`src/rtl/mms_pkg.sv`:
```
// Shared types, constants and control program for the mean/median/mode statistics block.
package mms_pkg;

    localparam int NUM_BINS = 10;
    localparam int IDX_W = 4;
    localparam int VAL_W = 4;
    localparam logic [VAL_W-1:0] DIGIT_MAX = 4'd9;

    localparam int MEAN_W = 12;
    localparam int MED_W = 5;
    localparam int MCNT_W = 4;
    localparam int FREQ_W = 11;

    // mean = sum * 2^FRAC_W / n, quotient fits QUOT_W bits
    localparam int QUOT_W = 12;
    localparam int FRAC_W = 8;
    localparam int DCNT_W = 4;

    localparam int PC_W = 3;
    typedef logic [PC_W-1:0] pc_t;

    // program step addresses
    localparam pc_t P_LOAD  = 3'd0;
    localparam pc_t P_SETUP = 3'd1;
    localparam pc_t P_RDLO  = 3'd2;
    localparam pc_t P_CAPLO = 3'd3;
    localparam pc_t P_DIV   = 3'd4;
    localparam pc_t P_SCAN  = 3'd5;
    localparam pc_t P_EMIT  = 3'd6;
    localparam pc_t P_CLEAR = 3'd7;

    typedef enum logic [2:0] {
        C_NEXT      = 3'd0,
        C_ALWAYS    = 3'd1,
        C_WAIT_LAST = 3'd2,
        C_LOOP_DIV  = 3'd3,
        C_LOOP_SCAN = 3'd4
    } cond_t;

    typedef struct packed {
        logic  ready;
        logic  div_init;
        logic  div_step;
        logic  rd_hi;
        logic  rd_lo;
        logic  cap_hi;
        logic  cap_lo;
        logic  scan_init;
        logic  scan_step;
        logic  emit;
        logic  clear;
        cond_t cond;
        pc_t   target;
    } ctl_word_t;

    typedef struct packed {
        logic last_acc;
        logic div_more;
        logic scan_more;
        logic stall;
    } seq_stat_t;

    function automatic ctl_word_t prog_rom(pc_t pc);
        ctl_word_t w;
        w = '0;
        w.cond = C_NEXT;
        w.target = P_LOAD;
        case (pc)
            P_LOAD:
            begin
                w.ready = 1'b1;
                w.cond = C_WAIT_LAST;
            end
            P_SETUP:
            begin
                w.div_init = 1'b1;
                w.rd_hi = 1'b1;
                w.scan_init = 1'b1;
            end
            P_RDLO:
            begin
                w.cap_hi = 1'b1;
                w.rd_lo = 1'b1;
            end
            P_CAPLO:
            begin
                w.cap_lo = 1'b1;
            end
            P_DIV:
            begin
                w.div_step = 1'b1;
                w.cond = C_LOOP_DIV;
                w.target = P_DIV;
            end
            P_SCAN:
            begin
                w.scan_step = 1'b1;
                w.cond = C_LOOP_SCAN;
                w.target = P_SCAN;
            end
            P_EMIT:
            begin
                w.emit = 1'b1;
                w.cond = C_LOOP_SCAN;
                w.target = P_EMIT;
            end
            P_CLEAR:
            begin
                w.clear = 1'b1;
                w.cond = C_ALWAYS;
                w.target = P_LOAD;
            end
            default:
            begin
                w.cond = C_ALWAYS;
                w.target = P_LOAD;
            end
        endcase
        return w;
    endfunction

endpackage

```
`src/rtl/mms_seq.sv`:
```
// Microcode sequencer: step counter, program table and conditional jumps.
module mms_seq
(
    input  logic                  clk,
    input  logic                  rst_n,
    input  mms_pkg::seq_stat_t    stat,
    output mms_pkg::ctl_word_t    ctl
);
    import mms_pkg::*;

    pc_t pc_reg;
    pc_t pc_next;

    assign ctl = prog_rom(pc_reg);

    always_comb
    begin
        pc_next = pc_t'(pc_reg + 1'b1);
        if (stat.stall)
        begin
            pc_next = pc_reg;
        end
        else
        begin
            case (ctl.cond)
                C_NEXT:
                begin
                    pc_next = pc_t'(pc_reg + 1'b1);
                end
                C_ALWAYS:
                begin
                    pc_next = ctl.target;
                end
                C_WAIT_LAST:
                begin
                    if (!stat.last_acc)
                        pc_next = pc_reg;
                end
                C_LOOP_DIV:
                begin
                    if (stat.div_more)
                        pc_next = ctl.target;
                end
                C_LOOP_SCAN:
                begin
                    if (stat.scan_more)
                        pc_next = ctl.target;
                end
                default:
                begin
                    pc_next = P_LOAD;
                end
            endcase
        end
    end

    always_ff @(posedge clk or negedge rst_n)
    begin
        if (!rst_n)
            pc_reg <= P_LOAD;
        else
            pc_reg <= pc_next;
    end

endmodule

```
`config.mk`:
```
export PLATFORM = sky130hd
export DESIGN_NAME = mms_seq
export DESIGN_NICKNAME = d
export VERILOG_FILES = /design/src/rtl/mms_pkg.sv /design/src/rtl/mms_seq.sv
export SDC_FILE = /design/constraint.sdc
export NUM_CORES = 1
export LEC_CHECK = 0
export BUFFER_PORTS_ARGS = -buffer_cell sky130_fd_sc_hd__buf_2
export CORE_AREA = 2 2 39 41
export DETAILED_ROUTE_END_ITERATION = 6
export DIE_AREA = 0 0 41 43
export HOLD_SLACK_MARGIN = 0.06
export SYNTH_ARGS = -nofsm -noshare
export SYNTH_HDL_FRONTEND = slang
export SYNTH_SLANG_ARGS = --single-unit
export TNS_END_PERCENT = 10
```
`constraint.sdc`:
```
create_clock -name clk -period 2 [get_ports clk]
set_clock_uncertainty 0.2 [all_clocks]
set_input_delay 0.4 -clock clk [delete_from_list [all_inputs] [get_ports clk]]
set_output_delay 0.4 -clock clk [all_outputs]
set_load 0.02 [all_outputs]
```
==> impl_results.md <==
* Clock latency on the worst-skew pair at about 230 ps
* Syn Area/Cell at 8.590 um^2
* Wire per inst at 10.59 um
* Vias per cell at 4.638
* Setup crit start: pc_reg[0]$_DFFE_PN0P_
* Fin Setup TNS at 0 ps
* Post-Place Setup Slack at 139.5 ps
* Leak pwr at 0.3433 nW
* Vias at 436
* Flop pwr share at 10.9%
* Yosys warns at 0
* R2R Setup Slk at roughly 220 ps
* CTS tree: built
* Gp weighted congestion at 0.8357
* Vias in the first global route at 398
* Slowest CP cell: dfrtp_1
* Netlist Area Pre-Place at 446.7 um^2
* Max-slew headroom at 78.91%
* Post-detail-place hpwl at 782.9 um
* Max Cap Violations at 0
* Setup Crit Path Kind: flip-flop to output pin
* Area grow syn2layout at 43.42%
* Slowest Stage Delay on Critical Path at 410 ps
* Power Density at 1739 nW/um^2
* Sequential area share after synthesis at about 17%
* Psw at 0.0005770 W
* Final WL at 995 um
* ANT cells at 0
* Routed Antenna Nets at 0
* Unrepaired setup endpoints after global routing: yes
* # setup viols final at 0
* TritonCTS Buffers at 3
* Sw frac at between 50% and 60%
* Post-route minimum period at 1976 ps
* DRT Pass-1 Iters at 3
* Count of pins over their slew limit at 0
* Layout cells sized above 1 at 60.26%
* Final Cycle Share at between 90% and 100%
* H-tree levels at 1
* CP Max Fanout at 5
* Root buf cell: clkbuf_4
* Reg-to-reg startpoint: pc_reg[0]$_DFFE_PN0P_
* Synth Instances at 52
* Drt drc at 0
* Worst Setup End Kind: output pin
* CP Cell Sequence: ha_2 > ha_4 > a21o_4 > buf_4
* Nets at 92
* Core Area at 1384 um^2
* IR drop worst, VDD at 0.0006907 V
* Largest net degree at the start of global routing at 13
* Die Y at 43 um
* Final WS setup at between 20 and 25 ps
* Final hold vios at 0
* Startpoint class of the critical path: flip-flop
* Clock transition at path regs at ~40 ps
* Worst Path Arrival at 1380 ps
* Worst-Margin Slew at 313.9 ps
* Count of cell types in the netlist at 26
* I/O pin total at 23
* TritonCTS Sinks at 3
* Initial antenna violation count at 0
* Total track usage at 12.69%
* Syn_nets at 65
* Initial core utilization at 32.28%
* Internal at 0.0005373 W
* First-pass GRT wire length at 1566 um
* Run status: finished clean
* Type of the worst min-delay path: input pin to async pin
* Die width at between 40 and 50 um
* Number of port buffers at 22
* Tot Pwr at 0.001114 W
* Rows at 14
* Gate power share at 79.8%
* CTS max path bufs at 2
* Max reg flops at 3
* Worst endpoint required time at between 1000 and 1500 ps
* Worst reg2reg path depth at 6
* GRT overflow at 0
* Count of state elements after synthesis at 3
* Clock share of power at 9.3%
* Max Clk Rate at 0.5061 GHz
* Drt initial violations at 1
* Area of the die at 1763 um^2
## power by group through the flow
stage	Clock (W)	Combinational, W	Sequential, W
2_1_floorplan	0	0.000661	0.000115
3_3_place_gp	0	0.000824	0.000113
6_report	0.000104	0.000889	0.000121
3_5_place_dp	0	0.000820	0.000115
4_1_cts	0.000112	0.000894	0.000122
5_1_grt	0.000113	0.000985	0.000126
## worst max-delay path: cells and delay by family, from the launching register on
kind / cells / cell delay [ps]
adder cells (fa/ha/maj): 2 / 390
flip-flops: 1 / 410
AO/OA/AOI/OAI: 1 / 190
buffers and inverters: 1 / 150
## metrics by stage
step / std cells / hold slack [ps] / utilization (%) / area, um^2
6_report: 94 / 296.5 / 46.29 / 640.6
5_1_grt: 94 / 291.5 / 46.29 / 640.6
4_1_cts: 94 / 283.0 / 46.29 / 640.6
3_5_place_dp: 87 / -3.276 / 39.78 / 550.5
3_3_place_gp: 87 / -3.767 / 39.78 / 550.5
2_1_floorplan: 52 / -95.59 / - / 446.7
## cell families after synthesis
family                     Yosys count  share of synthesized area [%]
AOI/OAI and AO/OA                   16                          25.49
muxes                                1                          3.360
and+or+nand+nor                     14                          21.29
adders and majority gates            7                          19.61
DFF                                  3                          16.81
buffers and inverters               11                          13.44
## cells in the mapped netlist
cell type,number,share of area [%]
buf_6,1,2.5
buf_4,3,5.0
a31oi_1,1,1.4
mux2_4,1,3.4
nor3_1,1,1.1
and2_4,1,2.0
a22oi_1,1,1.7
nand2b_1,2,2.8
o22ai_1,4,5.6
o21ai_0,3,3.4
nand2_1,2,1.7
dfrtp_1,3,17
a32oi_1,1,2.0
nand3_1,1,1.1
a211oi_1,1,1.7
nand3b_1,1,1.7
a21o_2,1,2.0
inv_1,6,5.0
and2b_2,3,5.9
inv_2,1,0.84
a21oi_1,1,1.1
and2_2,3,5.0
o21ai_2,1,2.0
ha_1,7,20
a22oi_2,1,2.8
a21oi_2,1,2.0
## worst paths after layout
path	to
min in group clk	pc_reg[1]$_DFFE_PN0P_
worst max register to register	pc_reg[1]$_DFFE_PN0P_
worst min register to register	pc_reg[2]$_DFFE_PN0P_
max in group asynchronous	pc_reg[1]$_DFFE_PN0P_
worst min-delay path	pc_reg[2]$_DFFE_PN0P_
worst max-delay path	ctl[3]
## layout by cell type (no fill, tap or decap), types with 2 or more instances in the layout
master and count:
buf_2 21, inv_1 5, o22ai_1 4, ha_2 4
buf_4 4, and2_2 3, and2b_2 3, o21ai_0 3
clkbuf_4 3, dfrtp_1 3, nand2_1 2, inv_2 2
nand2b_1 2, ha_1 2
## what timing repair did
action,in CTS,in global routing
endpoints found under the setup margin,3,7
hold endpoints to repair,3,0
gates resized for setup,10,0
setup buffers,2,0
hold buffers,1,0
pin swaps,2,0
## layout make-up
type | count | area [um^2]
Inverter | 7 | 26.28
Tap cell | 16 | 20.02
Timing Repair Buffer | 26 | 145.1
Clock buffer | 4 | 26.28
Multi-Input combinational cell | 38 | 347.8
Fill cell | 142 | 743.2
Sequential cell | 3 | 75.07
## per-layer routing
layer  global-route usage [%]  up-vias  part of all wire (%)
met2                    19.06       13                    49
met1                    17.21      193                    46
met5                        0        -                     0
met3                        0        0                   4.9
li1                         -      230                     -
met4                    8.000        0                     0
Note: power is estimated with default switching activity, not from simulation.
